$ cat config.mk
export PLATFORM = sky130hd
export DESIGN_NAME = xorshift_chained_xor_pixel_cipher_flat
export DESIGN_NICKNAME = d
export VERILOG_FILES = /design/src/rtl/xcc_pkg.sv /design/src/rtl/xcc_pix_in_if.sv /design/src/rtl/xcc_pix_out_if.sv /design/src/rtl/xcc_gen.sv /design/src/rtl/xorshift_chained_xor_pixel_cipher.sv /design/src/flat_wrapper.sv
export SDC_FILE = /design/constraint.sdc
export NUM_CORES = 1
export LEC_CHECK = 0
export BUFFER_PORTS_ARGS = -buffer_cell sky130_fd_sc_hd__buf_2
export CAP_MARGIN = 10
export CORE_MARGIN = 5
export CORE_UTILIZATION = 40
export CTS_BUF_LIST = sky130_fd_sc_hd__clkbuf_4 sky130_fd_sc_hd__clkbuf_8
export DETAILED_ROUTE_END_ITERATION = 7
export GPL_ROUTABILITY_DRIVEN = 0
export HOLD_SLACK_MARGIN = 0.02
export PLACE_DENSITY_LB_ADDON = 0.1
export SKIP_CTS_REPAIR_TIMING = 1
export SLEW_MARGIN = 20
export SYNTH_ARGS = -nofsm -noshare
export SYNTH_HDL_FRONTEND = slang
export SYNTH_HIERARCHICAL = 1
export SYNTH_SLANG_ARGS = --single-unit
$ cat constraint.sdc
create_clock -name clk_i -period 2.43 [get_ports clk_i]
set_input_delay 0.1215 -clock clk_i [delete_from_list [all_inputs] [get_ports clk_i]]
set_output_delay 0.1215 -clock clk_i [all_outputs]
set_load 0.02 [all_outputs]
$ cat src/rtl/xcc_pkg.sv
// Shared types, constants and the xorshift32 step function for the pixel cipher.
// No dependencies.
package xcc_pkg;

  localparam int unsigned WORD_W   = 32;
  localparam int unsigned PIX_W    = 24;
  localparam int unsigned BYTE_W   = 8;
  localparam int unsigned SKIP_W   = 24;
  localparam int unsigned CFG_IDX_W = 8;
  localparam int unsigned CFG_DATA_W = 32;

  localparam int unsigned SHIFT_A = 13;
  localparam int unsigned SHIFT_B = 17;
  localparam int unsigned SHIFT_C = 5;

  localparam logic [WORD_W-1:0] RESET_SEED = WORD_W'(1);

  typedef enum logic [CFG_IDX_W-1:0] {
    REG_SEED         = CFG_IDX_W'(0),
    REG_START_VALUE  = CFG_IDX_W'(1),
    REG_SKIP_COUNT   = CFG_IDX_W'(2),
    REG_DECRYPT_MODE = CFG_IDX_W'(3)
  } cfg_reg_e;

  typedef struct packed {
    logic load;
    logic step;
  } gen_ctrl_t;

  function automatic logic [WORD_W-1:0] advance(input logic [WORD_W-1:0] x);
    logic [WORD_W-1:0] y;
    y = x ^ (x << SHIFT_A);
    y = y ^ (y >> SHIFT_B);
    y = y ^ (y << SHIFT_C);
    return y;
  endfunction

endpackage

$ cat src/rtl/xcc_pix_in_if.sv
// Input pixel channel: valid/ready handshake with one 24-bit pixel and a first marker.
// Depends on nothing.
interface xcc_pix_in_if;
  logic       valid;
  logic       ready;
  logic [7:0] blue_in;
  logic [7:0] green_in;
  logic [7:0] red_in;
  logic       first_pixel;

  modport source (output valid, output blue_in, output green_in, output red_in,
                  output first_pixel, input ready);
  modport sink (input valid, input blue_in, input green_in, input red_in,
                input first_pixel, output ready);
endinterface

$ cat src/rtl/xcc_pix_out_if.sv
// Output pixel channel: valid/ready handshake with one transformed 24-bit pixel.
// Depends on nothing.
interface xcc_pix_out_if;
  logic       valid;
  logic       ready;
  logic [7:0] blue_out;
  logic [7:0] green_out;
  logic [7:0] red_out;

  modport source (output valid, output blue_out, output green_out, output red_out,
                  input ready);
  modport sink (input valid, input blue_out, input green_out, input red_out,
                output ready);
endinterface

$ cat src/rtl/xcc_gen.sv
// Shared xorshift32 stepping unit: generator state register with load and step.
// Depends on xcc_pkg.
module xcc_gen (
  input  logic                           clk_i,
  input  logic                           rst_ni,
  input  xcc_pkg::gen_ctrl_t             ctrl_i,
  input  logic [xcc_pkg::WORD_W-1:0]     seed_i,
  output logic [xcc_pkg::WORD_W-1:0]     next_o
);

  logic [xcc_pkg::WORD_W-1:0] state_q;
  logic [xcc_pkg::WORD_W-1:0] state_d;

  assign next_o = xcc_pkg::advance(state_q);

  always_comb begin
    priority if (ctrl_i.load) begin
      state_d = seed_i;
    end else if (ctrl_i.step) begin
      state_d = next_o;
    end else begin
      state_d = state_q;
    end
  end

  always_ff @(posedge clk_i or negedge rst_ni) begin
    if (!rst_ni) begin
      state_q <= xcc_pkg::RESET_SEED;
    end else begin
      state_q <= state_d;
    end
  end

endmodule

$ cat src/rtl/xorshift_chained_xor_pixel_cipher.sv
// Top level of the chained XOR pixel cipher with an xorshift32 keystream.
// Depends on xcc_pkg, xcc_pix_in_if, xcc_pix_out_if and xcc_gen.
//
// Usage:
//   in_i carries one pixel (blue, green, red) and a first_pixel marker per
//   transaction; out_o returns one transformed pixel per transaction.
//   cfg_we_i/cfg_idx_i/cfg_data_i write seed (0), start_value (1),
//   skip_count (2) and decrypt_mode (3); other indexes are dropped. All but
//   decrypt_mode take effect on the next first pixel; writes must be made
//   only while idle, which the block itself does not enforce.
// Sequencing:
//   A pixel is accepted only in S_IDLE. A first pixel reloads the generator
//   from the seed and steps it once per cycle skip_count times (S_SKIP) in
//   the single xorshift unit; each result is registered in S_STEP once the
//   output register is free, and only then is the next pixel accepted.
// Reset:
//   The generator holds 1, the chain pixel 0, all registers take their
//   defaults and no result is pending.
// Stall:
//   A finished result waits in the output register; the next pixel is still
//   accepted, and its result is held back until the receiver takes the first.
module xorshift_chained_xor_pixel_cipher (
  input  logic                            clk_i,
  input  logic                            rst_ni,
  input  logic                            cfg_we_i,
  input  logic [xcc_pkg::CFG_IDX_W-1:0]   cfg_idx_i,
  input  logic [xcc_pkg::CFG_DATA_W-1:0]  cfg_data_i,
  xcc_pix_in_if.sink                      in_i,
  xcc_pix_out_if.source                   out_o
);

  typedef enum logic [1:0] {
    S_IDLE,
    S_SKIP,
    S_STEP
  } state_e;

  state_e                         state_q;
  logic [xcc_pkg::WORD_W-1:0]     seed_q;
  logic [xcc_pkg::WORD_W-1:0]     start_q;
  logic [xcc_pkg::SKIP_W-1:0]     skip_q;
  logic                           decrypt_q;

  logic [xcc_pkg::SKIP_W-1:0]     count_q;
  logic [xcc_pkg::PIX_W-1:0]      pix_q;
  logic [xcc_pkg::PIX_W-1:0]      chain_q;
  logic [xcc_pkg::PIX_W-1:0]      res_q;
  logic                           out_valid_q;

  xcc_pkg::gen_ctrl_t             gen_ctrl;
  logic [xcc_pkg::WORD_W-1:0]     gen_next;
  logic [xcc_pkg::PIX_W-1:0]      res;
  logic                           in_acc;
  logic                           out_free;
  logic                           emit;

  assign in_i.ready = (state_q == S_IDLE);
  assign in_acc     = in_i.valid && in_i.ready;
  assign out_free   = !out_valid_q || out_o.ready;
  assign emit       = (state_q == S_STEP) && out_free;
  assign res        = pix_q ^ chain_q ^ gen_next[xcc_pkg::PIX_W-1:0];

  always_comb begin
    gen_ctrl.load = in_acc && in_i.first_pixel;
    gen_ctrl.step = (state_q == S_SKIP) || emit;
  end

  xcc_gen u_gen (
    .clk_i  (clk_i),
    .rst_ni (rst_ni),
    .ctrl_i (gen_ctrl),
    .seed_i (seed_q),
    .next_o (gen_next)
  );

  always_ff @(posedge clk_i or negedge rst_ni) begin
    if (!rst_ni) begin
      seed_q    <= xcc_pkg::RESET_SEED;
      start_q   <= '0;
      skip_q    <= '0;
      decrypt_q <= 1'b0;
    end else if (cfg_we_i) begin
      unique case (cfg_idx_i)
        xcc_pkg::REG_SEED:         seed_q    <= cfg_data_i;
        xcc_pkg::REG_START_VALUE:  start_q   <= cfg_data_i;
        xcc_pkg::REG_SKIP_COUNT:   skip_q    <= cfg_data_i[xcc_pkg::SKIP_W-1:0];
        xcc_pkg::REG_DECRYPT_MODE: decrypt_q <= cfg_data_i[0];
        default: ;
      endcase
    end
  end

  always_ff @(posedge clk_i or negedge rst_ni) begin
    if (!rst_ni) begin
      state_q     <= S_IDLE;
      out_valid_q <= 1'b0;
      chain_q     <= '0;
      count_q     <= '0;
      pix_q       <= '0;
      res_q       <= '0;
    end else begin
      if (out_valid_q && out_o.ready) begin
        out_valid_q <= 1'b0;
      end
      unique case (state_q)
        S_IDLE: begin
          if (in_acc) begin
            pix_q <= {in_i.red_in, in_i.green_in, in_i.blue_in};
            if (in_i.first_pixel) begin
              chain_q <= start_q[xcc_pkg::PIX_W-1:0];
              count_q <= skip_q;
              state_q <= (skip_q != '0) ? S_SKIP : S_STEP;
            end else begin
              state_q <= S_STEP;
            end
          end
        end
        S_SKIP: begin
          count_q <= count_q - xcc_pkg::SKIP_W'(1);
          if (count_q == xcc_pkg::SKIP_W'(1)) begin
            state_q <= S_STEP;
          end
        end
        S_STEP: begin
          if (emit) begin
            res_q       <= res;
            out_valid_q <= 1'b1;
            chain_q     <= decrypt_q ? pix_q : res;
            state_q     <= S_IDLE;
          end
        end
        default: state_q <= S_IDLE;
      endcase
    end
  end

  assign out_o.valid     = out_valid_q;
  assign out_o.blue_out  = res_q[xcc_pkg::BYTE_W-1:0];
  assign out_o.green_out = res_q[2*xcc_pkg::BYTE_W-1:xcc_pkg::BYTE_W];
  assign out_o.red_out   = res_q[3*xcc_pkg::BYTE_W-1:2*xcc_pkg::BYTE_W];

endmodule

$ cat src/flat_wrapper.sv
// flat-port wrapper written by rule: the top's interface ports become plain ports
module xorshift_chained_xor_pixel_cipher_flat 
  (clk_i, rst_ni, cfg_we_i, cfg_idx_i, cfg_data_i, in_i_valid, in_i_blue_in, in_i_green_in, in_i_red_in, in_i_first_pixel, in_i_ready, out_o_valid, out_o_blue_out, out_o_green_out, out_o_red_out, out_o_ready);
  xcc_pix_in_if in_i_i ();
  xcc_pix_out_if out_o_i ();
  input  logic clk_i;
  input  logic rst_ni;
  input  logic cfg_we_i;
  input  logic [xcc_pkg::CFG_IDX_W-1:0] cfg_idx_i;
  input  logic [xcc_pkg::CFG_DATA_W-1:0] cfg_data_i;
  input wire logic [$bits(in_i_i.valid)-1:0] in_i_valid;
  input wire logic [$bits(in_i_i.blue_in)-1:0] in_i_blue_in;
  input wire logic [$bits(in_i_i.green_in)-1:0] in_i_green_in;
  input wire logic [$bits(in_i_i.red_in)-1:0] in_i_red_in;
  input wire logic [$bits(in_i_i.first_pixel)-1:0] in_i_first_pixel;
  output wire logic [$bits(in_i_i.ready)-1:0] in_i_ready;
  output wire logic [$bits(out_o_i.valid)-1:0] out_o_valid;
  output wire logic [$bits(out_o_i.blue_out)-1:0] out_o_blue_out;
  output wire logic [$bits(out_o_i.green_out)-1:0] out_o_green_out;
  output wire logic [$bits(out_o_i.red_out)-1:0] out_o_red_out;
  input wire logic [$bits(out_o_i.ready)-1:0] out_o_ready;
  assign in_i_i.valid = in_i_valid;
  assign in_i_i.blue_in = in_i_blue_in;
  assign in_i_i.green_in = in_i_green_in;
  assign in_i_i.red_in = in_i_red_in;
  assign in_i_i.first_pixel = in_i_first_pixel;
  assign in_i_ready = in_i_i.ready;
  assign out_o_valid = out_o_i.valid;
  assign out_o_blue_out = out_o_i.blue_out;
  assign out_o_green_out = out_o_i.green_out;
  assign out_o_red_out = out_o_i.red_out;
  assign out_o_i.ready = out_o_ready;
  xorshift_chained_xor_pixel_cipher u_core (.clk_i(clk_i), .rst_ni(rst_ni), .cfg_we_i(cfg_we_i), .cfg_idx_i(cfg_idx_i), .cfg_data_i(cfg_data_i), .in_i(in_i_i), .out_o(out_o_i));
endmodule
Word level (Yosys, flattened, before mapping)
Index checks and enable logic that the tools add are counted.
- RAM bits: 0
- flip-flop bits (word level): 212
- output and inout port bits: 26
- ROM bits: 0
- memories: 0
- logic and storage cells: 68
- latch bits: 0
- input bits: 70
- add/sub/neg operators: 1
- reductions and logical operators: 22
- shift operators: 0
- magnitude comparators: 0
- bitwise logic cells: 5
- mux-type cells: 19
- divide/modulo/power cells: 0
- eq/ne operators: 10
- multiply operators: 0
- operator list (cell ; count):
    24-bit 2-to-1 mux ; 6
    24-bit one-hot mux with 2 select lines ; 2
    32-bit 2-to-1 mux ; 2
    32-bit XOR ; 2
    24-bit XOR ; 2
    32-bit by 15-bit XOR with 32-bit output ; 1
    24-bit by 1-bit equality test with 1-bit output, second input constant ; 1
    24-bit nonzero test ; 1
    24-bit by 1-bit subtractor with 24-bit output, second input constant ; 1
    8-bit by 2-bit equality test with 1-bit output, second input constant ; 2
    2-bit AND reduction ; 6
    2-bit 2-to-1 mux ; 5
    8-bit by 1-bit equality test with 1-bit output, second input constant ; 1
    8-bit logical NOT ; 1
    2-bit != test, second input constant ; 3
    2-bit one-hot mux with 3 select lines ; 1
    3-bit AND reduction ; 2
    2-bit nonzero test ; 3
    1-bit logical AND ; 4
    4-bit AND reduction ; 1
    1-bit 2-to-1 mux ; 3
    2-bit by 1-bit equality test with 1-bit output, second input constant ; 1
    2-bit equality test, second input constant ; 1
    2-bit logical NOT ; 1
    3 further kinds ; 4

Longest topological paths before layout
Gate-level depths: netlist (run 1).
- depth in word-level cells: 7
- mapped depth: 10
- depth with buffers taken out: 7

Modules after synthesis
The synthesis (run 1) kept the hierarchy.
- modules (own cells, without submodules) (module ; sequential area each (um^2) ; cells an instance ; instances ; area each (um^2)):
    xorshift_chained_xor_pixel_cipher ; 4505.6 ; 704 ; 1 ; 8311.7
    xcc_gen ; 802.0 ; 227 ; 1 ; 2434.8

Worst setup path after synthesis (run 1)
OpenSTA, ideal clock, no wires.
- path kind: register to register
- from: register u_core.out_valid_q (netlist: u_core/out_o.valid)
- to: register u_core/u_gen/state_q[11] (netlist bit)
- cell stages (with the launch flop): 10
- buffers on the path: 3
- required time: 2304 ps
- setup time: 126 ps
- clock period less this slack: 2182 ps
- setup slack: 248 ps
- arrival: 2056 ps
- path through: dfrtp_1 -> nand2b_1 -> nand2_1 -> clkbuf_1 -> nand2_1 -> clkbuf_8 -> inv_1 -> clkbuf_1 -> nor2_1 -> a221o_1
- RTL lines (item ; line ; RTL):
    start: declaration ; xorshift_chained_xor_pixel_cipher.sv:48 ; logic out_valid_q;
    start signal: assignment ; xorshift_chained_xor_pixel_cipher.sv:96 ; out_valid_q <= 1'b0;
    start signal: assignment ; xorshift_chained_xor_pixel_cipher.sv:103 ; out_valid_q <= 1'b0;
    start signal: assignment ; xorshift_chained_xor_pixel_cipher.sv:127 ; out_valid_q <= 1'b1;
    end signal: assignment ; xcc_gen.sv:28 ; state_q <= xcc_pkg::RESET_SEED;
    end signal: assignment ; xcc_gen.sv:30 ; state_q <= state_d;
    end: declaration ; xcc_gen.sv:11 ; logic [xcc_pkg::WORD_W-1:0] state_q;

Worst setup path in the final report (run 1)
- from: register u_core/u_gen/state_q[14] (netlist bit)
- to: register u_core/chain_q[10] (netlist bit)
- word-level cells in the longest chain between the ends: 7
- RTL lines (item ; line ; RTL):
    32-bit XOR ; xcc_pkg.sv:32 ; y = x ^ (x << SHIFT_A);
    32-bit by 15-bit XOR with 32-bit output ; xcc_pkg.sv:33 ; y = y ^ (y >> SHIFT_B);
    32-bit XOR ; xcc_pkg.sv:34 ; y = y ^ (y << SHIFT_C);
    net u_core.gen_next (one bit) ; xorshift_chained_xor_pixel_cipher.sv:51 ; logic [xcc_pkg::WORD_W-1:0] gen_next;
    24-bit XOR ; xorshift_chained_xor_pixel_cipher.sv:61 ; assign res = pix_q ^ chain_q ^ gen_next[xcc_pkg::PIX_W-1:0];
    24-bit 2-to-1 mux ; xorshift_chained_xor_pixel_cipher.sv:128 ; chain_q <= decrypt_q ? pix_q : res;
    24-bit 2-to-1 mux ; xorshift_chained_xor_pixel_cipher.sv:125 ; if (emit) begin
    24-bit one-hot mux with 2 select lines ; xorshift_chained_xor_pixel_cipher.sv:105 ; unique case (state_q)
    end signal: assignment ; xorshift_chained_xor_pixel_cipher.sv:110 ; chain_q <= start_q[xcc_pkg::PIX_W-1:0];
    end signal: assignment ; xorshift_chained_xor_pixel_cipher.sv:128 ;
    end: declaration ; xorshift_chained_xor_pixel_cipher.sv:46 ; logic [xcc_pkg::PIX_W-1:0] chain_q;
The timed path passes the listed nets, and every way through them passes these cells. The select of a mux whose other input is x is not followed.
A chain may end at the register's enable or synchronous reset.

==> impl_metrics.ini, run 1 <==
[sta]
clock.fmax_ghz = 0.434
fin_crit_ns = 2.31
clock_skew_ns = 0.0201
slew_viol_final = 0
final-hold-violation-count = 0
finalCritPeriodShare_pct = 94.9
slew_headroom_pct = 47.8
rsz0062_at_grt = false
finalSetupTns_ns = 0
worst_pin_slew_ns = 0.783
finalSetupViolCount = 0

[cells_and_area]
final_common_cell = dfrtp_1
drive_above_1_share_pct = 28.8
final_cell_count_no_fill = 1465
nets = 1175
diodes = 0
syn_to_final_growth_pct = 22.3
final_cell_mix = dfrtp_1, mux2_2, buf_2

[cts]
cts_root_buf = clkbuf_8
clock_sinks = 212
clk_path_buf_depth = 3
insertion_delay_ns = 0.53
cts_tree = built
htree_levels = 2
path_clk_slew_ns = 0.06
cts-buffers-inserted = 40

[yosys]
synth_area_mm2 = 0.0107
synth_nets = 996
synthCells = 924
syn_area_per_cell_um2 = 11.6
ys_warn_count = 6

[critical_path]
crit_top_cell = xnor2_1
cp_data_required_time_ns = 2.80
cp_max_fo = 3
crit_buf_inv = 0
cp_cell_sequence = xnor2_2 -> xnor3_1 -> xnor2_1 -> xnor2_1 -> nor2_1 -> xnor2_1 -> o221ai_1
crit_type = flip-flop to flip-flop
cpMaxStageDelayCell = dfrtp_1
start_kind = flip-flop
crit_arrival_ns = 2.67
end_kind = flip-flop
max_stage_delay_ns = 0.44
crit_family = XOR/XNOR gates

[floorplanning]
die_h_um = 173
initial_core_util_pct = 40.8
row_count = 59
die_area_mm2 = 0.0301
core_area_mm2 = 0.0262
ios = 96
die_w_um = 173

[route]
drtAntennaViolNets = 0
drt_wl_total_mm = 28.7
drt_iter0_drc = 474
wl_per_cell_um = 19.6
drtPass1Iterations = 5
drc = 0
viasPerCell = 5.26
vias = 7707

[global_route]
antenna_found_initial = 0
grt_pass1_vias = 7858
busiest_layer = met2
grt_usage_pct = 18.9
met3_usage_pct = 3.21
gr-total-overflow = 0
grt_pass1_wl_mm = 45.3
grt_use_met1_pct = 26.5
use_met2_pct = 30.4
grt_max_degree = 76

[placement]
hpwlAfterDp_mm = 19.6
dpl.cell_count = 1335
io_buffers = 95

[power]
power.density_mw_per_mm2 = 1570
leakagePower_nw = 5.93
irDropWorstVdd_mv = 0.632
power_mw = 20.6

[worst_hold_path]
hp-class = input port to flip-flop

[run]
max-cap-violations = 0

[outcome]
outcome = finished, final reports clean
==> metal layers <==
metal	vias up	part of all wire [%]
met4	0	2.0
met1	3843	47
met3	42	3.7
met5	-	0
li1	3661	-
met2	161	48
==> area by class of cell <==
cell class / count / area (um^2)
fill: 2416 / 13100
tap: 335 / 419
sequential: 212 / 5310
multi-input combinational: 651 / 5110
clock inverter: 3 / 20.0
timing repair buffer: 189 / 1380
inverter: 9 / 33.8
clock buffer: 66 / 802
==> final timing paths <==
path                            cells after the start                startpoint  slack (ns)            endpoint
worst max-delay path                                7  u_core/u_gen/state_q[14]        0.12  u_core/chain_q[10]
worst min-delay path                                4              cfg_idx_i[6]        0.05    u_core/decrypt_q
worst max register to register                      7  u_core/u_gen/state_q[14]        0.12  u_core/chain_q[10]
worst min register to register                      2          u_core/res_q[13]        0.47    u_core/res_q[13]
max in group asynchronous                           3                    rst_ni        1.48    u_core/decrypt_q
min in group asynchronous                           2                    rst_ni        0.16     u_core/pix_q[4]
==> metrics by stage <==
step / utilization [%] / hold slack, ns / setup WS [ns] / instance area (um^2)
CTS: 47.5 / -0.420 / 0.139 / 12500
global placement: 44.4 / 0.146 / 0.120 / 11600
global route: 49.9 / 0.0245 / 0.0247 / 13100
floorplan: - / -0.174 / 0.248 / 10700
detailed placement: 44.4 / 0.147 / 0.152 / 11600
finish: 49.9 / 0.0452 / 0.124 / 13100
==> worst register-to-register path, delay by kind of cell, from the launching register on <==
kind,cells,cell delay [ns]
AO/OA/AOI/OAI,1,0.14
XOR/XNOR,5,1.50
flip-flops,1,0.44
AND/OR/NAND/NOR,1,0.09
==> power by group <==
part / switching [mW] / total (mW) / internal (mW)
clock network: 1.48 / 3.54 / 2.07
registers: 1.08 / 5.74 / 4.66
logic: 5.92 / 11.3 / 5.37
total: 8.47 / 20.6 / 12.1
==> sequential cells by signal, summed over array words and instances (netlist names) <==
register / count
u_core/state_q: 2
u_core/chain_q: 24
u_core/u_gen/state_q: 32
u_core/res_q: 24
u_core/seed_q: 32
u_core/out_o.valid: 1
u_core/count_q: 24
u_core/skip_q: 24
u_core/start_q: 24
u_core/pix_q: 24
u_core/decrypt_q: 1
(Power assumes the default switching activity.)
==> run 2, diff against run 1 <==
==> constraint.sdc (replaced) <==
create_clock -name clk_i -period 2.6 [get_ports clk_i]
set_input_delay 0.13 -clock clk_i [delete_from_list [all_inputs] [get_ports clk_i]]
set_output_delay 0.13 -clock clk_i [all_outputs]
set_load 0.02 [all_outputs]
==> impl_metrics.ini, run 2 (synthesis results as in run 1) <==
[cells_and_area]
nets = 1170
drive_above_1_share_pct = 28.4
syn_to_final_growth_pct = 21.9
utilization_pct = 49.7
diodes = 0
final_cell_count_no_fill = 1457
nFillCells = 2414
final_cell_mix = dfrtp_1, mux2_2, buf_2
final_common_cell = dfrtp_1
top_regs = u_core/seed_q x32, u_core/u_gen/state_q x32

[critical_path]
crit_arrival_ns = 2.60
start_kind = flip-flop
cp_cell_sequence = xnor2_1 -> xor3_1 -> xnor2_1 -> xnor2_1 -> nor2_1 -> xnor2_1 -> o221ai_1
cp_max_fo = 5
crit_top_cell = xnor2_1
startpoint = u_core/u_gen/state_q[8]
crit_buf_inv = 0
timing.rr.start = u_core/u_gen/state_q[8]
end_kind = flip-flop
crit_family = XOR/XNOR gates
crit_type = flip-flop to flip-flop
cp_data_required_time_ns = 2.96
cpMaxStageDelayCell = dfrtp_1
max_stage_delay_ns = 0.44

[sta]
finalCritPeriodShare_pct = 86.3
rsz0062_at_grt = false
slew_headroom_pct = 48.5
worst_pin_slew_ns = 0.772
fin_crit_ns = 2.24
slew_viol_final = 0
clock_skew_ns = 0.0202
clock.fmax_ghz = 0.446
final-hold-violation-count = 0
finalSetupTns_ns = 0
finalSetupViolCount = 0

[worst_hold_path]
hp-class = input port to flip-flop
hp-start = cfg_idx_i[0]

[cts]
cts-buffers-inserted = 41
path_clk_slew_ns = 0.06
cts_root_buf = clkbuf_8
htree_levels = 2
clock_sinks = 212
insertion_delay_ns = 0.53
cts_tree = built
clk_path_buf_depth = 3

[route]
drtPass1Iterations = 5
drtAntennaViolNets = 0
drt_iter0_drc = 487
drc = 0
wl_per_cell_um = 20.3
viasPerCell = 5.29
drt_wl_total_mm = 29.6
vias = 7714

[run]
max-cap-violations = 0

[floorplanning]
core_area_mm2 = 0.0262
ios = 96
row_count = 59
die_h_um = 173
die_w_um = 173
initial_core_util_pct = 40.8
die_area_mm2 = 0.0301

[power]
power.density_mw_per_mm2 = 1470
leakagePower_nw = 5.90
irDropWorstVdd_mv = 0.492

[outcome]
outcome = finished, final reports clean

[global_route]
grt_pass1_wl_mm = 46.1
grt_usage_pct = 19.4
grt_pass1_vias = 7818
antenna_found_initial = 1
grt_max_degree = 75
gr-total-overflow = 0

[placement]
io_buffers = 95
hpwlAfterDp_mm = 19.9
dpl.cell_count = 1330
## run 2: metal layers
layer,GRT usage [%],part of all wire [%],vias up
li1,-,-,3641
met1,27.0,46,3824
met2,30.8,47,197
met3,3.95,4.6,52
met4,5.92,2.6,0
met5,0,0,-
## run 2: stage by stage
step | setup slack (ns) | hold slack (ns) | instance area [um^2] | power, mW
finish | 0.357 | 0.0278 | 13000 | 19.2
global route | 0.217 | 0.0282 | 13000 | 20.7
CTS | 0.357 | -0.471 | 12400 | 19.4
detailed placement | 0.377 | 0.110 | 11600 | 15.9
global placement | 0.301 | 0.112 | 11600 | 15.9
floorplan | 0.418 | -0.166 | 10700 | 13.3
## run 2: worst paths after layout
kind	to	slack, ns	depth (start not counted)
min in group asynchronous	u_core/res_q[4]	0.14	2
setup reg to reg	u_core/chain_q[9]	0.36	7
max in group asynchronous	u_core/seed_q[0]	1.66	3
hold reg to reg	u_core/res_q[4]	0.47	2
hold / removal	u_core/decrypt_q	0.03	3
setup / recovery	u_core/chain_q[9]	0.36	7
## run 2: area by class of cell
cell class,instances,area [um^2],area share [%]
clock buffer,62,797,6.12
clock inverter,5,30.0,0.230
inverter,9,33.8,0.259
multi-input combinational,651,5110,39.2
sequential,212,5310,40.7
tap,335,419,3.22
timing repair buffer,183,1330,10.2
## run 2: tightest hold or removal path: stages
cell and delay (ns):
buf_2 0.13, nand4_1 0.11, mux2_2 0.15
## run 2: power breakdown
part           internal, mW  switching [mW]
combinational          4.98            5.50
sequential             4.35            1.03
clock                  1.94            1.41
==> run 3, diff against run 2 <==
--- a/config.mk
+++ b/config.mk
@@ -8,7 +8,7 @@
 export BUFFER_PORTS_ARGS = -buffer_cell sky130_fd_sc_hd__buf_2
 export CAP_MARGIN = 10
 export CORE_MARGIN = 5
-export CORE_UTILIZATION = 40
+export CORE_UTILIZATION = 37
 export CTS_BUF_LIST = sky130_fd_sc_hd__clkbuf_4 sky130_fd_sc_hd__clkbuf_8
 export DETAILED_ROUTE_END_ITERATION = 7
 export GPL_ROUTABILITY_DRIVEN = 0
==> impl_metrics.ini, run 3 (synthesis results as in run 1) <==
[outcome]
outcome = finished, final reports clean

[power]
combPwrFrac_pct = 54.1
netSwitchingFraction_pct = 41.3
irDropWorstVdd_mv = 0.468
p_seq_share_pct = 27.7
internal_power_mw = 11.4
power.density_mw_per_mm2 = 1470
leakagePower_nw = 5.95
clkPwrFrac_pct = 18.1
power_mw = 19.4
switchingPower_mw = 8.02

[route]
drtAntennaViolNets = 0
drt_iter0_drc = 447
wl_per_cell_um = 19.7
vias = 7721
drt_wl_total_mm = 29.8
drtPass1Iterations = 4
viasPerCell = 5.10
drc = 0

[critical_path]
end_kind = flip-flop
reg2reg_slack_ns = 0.37
cp_cell_sequence = xnor2_1 -> xor2_1 -> xnor2_1 -> xnor2_1 -> nor2_1 -> xnor2_1 -> o221ai_1
start_kind = flip-flop
crit_top_cell = xnor2_1
crit_arrival_ns = 2.61
rr_endpoint = u_core/chain_q[19]
timing.rr.start = u_core/u_gen/state_q[18]
cp_data_required_time_ns = 2.98
crit_buf_inv = 0
max_stage_delay_ns = 0.47
cpMaxStageDelayCell = dfrtp_1
cp_max_fo = 4
crit_family = XOR/XNOR gates
crit_type = flip-flop to flip-flop
rr_worst_depth = 7

[cells_and_area]
multi_input_area_mm2 = 0.00511
diodes = 0
nFillCells = 2723
syn_to_final_growth_pct = 23.3
top_regs = u_core/seed_q x32, u_core/u_gen/state_q x32
nets = 1173
final_cell_count_no_fill = 1515
regArea_mm2 = 0.00531
drive_above_1_share_pct = 29.1
final_common_cell = dfrtp_1
final_cell_mix = dfrtp_1, mux2_2, buf_2

[placement]
io_buffers = 95
dpl.cell_count = 1382
hpwlAfterDp_mm = 20.6

[cts]
cts-buffers-inserted = 41
cts_root_buf = clkbuf_8
clk_path_buf_depth = 3
htree_levels = 2
path_clk_slew_ns = 0.06
clock_sinks = 212
insertion_delay_ns = 0.56
cts_tree = built

[global_route]
grt_usage_pct = 18.3
grt_pass1_wl_mm = 47.0
gr-total-overflow = 0
grt_pass1_vias = 7927
grt_max_degree = 92
antenna_found_initial = 1

[sta]
rsz0062_at_grt = false
finalSetupViolCount = 0
finalCritPeriodShare_pct = 85.8
clock_skew_ns = 0.0336
slew_viol_final = 0
final-hold-violation-count = 0
fin_hold_ws_ns = 0.000490
fin_crit_ns = 2.23
worst_pin_slew_ns = 0.767
clock.fmax_ghz = 0.448
slew_headroom_pct = 48.9
finalSetupTns_ns = 0

[floorplanning]
die_h_um = 180
ios = 96
initial_core_util_pct = 37.3
die_w_um = 180
row_count = 62
core_area_mm2 = 0.0286
die_area_mm2 = 0.0324

[worst_hold_path]
hold_end = u_core/out_o.valid
holdPathStages = 3
hp-class = input port to flip-flop
hp-start = out_o_ready

[run]
max-cap-violations = 0
==> run 3: per-layer routing <==
metal	vias up	part of all wire [%]	track usage, %
li1	3650	-	-
met2	157	48	30.3
met5	-	0	0
met4	0	1.9	4.69
met1	3871	46	25.2
met3	43	3.7	2.69
==> run 3: worst min-delay path, cell delays in order <==
cell and delay [ns]:
buf_2 0.07, nand2b_1 0.22, nand2_1 0.08
==> run 3: worst max path at each step <==
stage	startpoint	end	slack (ns)	cells after the start
floorplan	u_core/out_o.valid	u_core/u_gen/state_q[11]	0.42	9
global placement	u_core/u_gen/state_q[14]	u_core/chain_q[10]	0.38	7
detailed placement	u_core/u_gen/state_q[7]	u_core/chain_q[8]	0.38	8
CTS	u_core/u_gen/state_q[14]	u_core/chain_q[10]	0.36	7
global route	u_core/u_gen/state_q[18]	u_core/chain_q[14]	0.18	6
finish	u_core/u_gen/state_q[18]	u_core/chain_q[19]	0.37	7
==> run 3: layout make-up <==
cell class / count / share of cell area (%)
flip-flops and latches: 212 / 40.3
multi-input cells: 651 / 38.8
repair buffers: 186 / 10.3
clock buffers: 67 / 6.38
well taps: 384 / 3.65
clock inverters: 6 / 0.304
inverters: 9 / 0.257
==> run 3: power groups by stage <==
stage                     combinational, mW  sequential (mW)  clock (mW)
after floorplan                        7.96             5.34           0
after global placement                 10.5             5.43           0
after detailed placement               10.5             5.44           0
after CTS                              10.6             5.39        3.62
after global routing                   11.6             5.56        3.76
final                                  10.5             5.38        3.52
==> run 3: per-stage QoR <==
step,setup WS [ns],instance area (um^2),utilization [%]
after floorplan,0.418,10700,-
final,0.369,13200,46.0
after global routing,0.180,13200,46.0
after global placement,0.380,11700,40.8
after CTS,0.357,12600,43.9
after detailed placement,0.384,11700,40.8
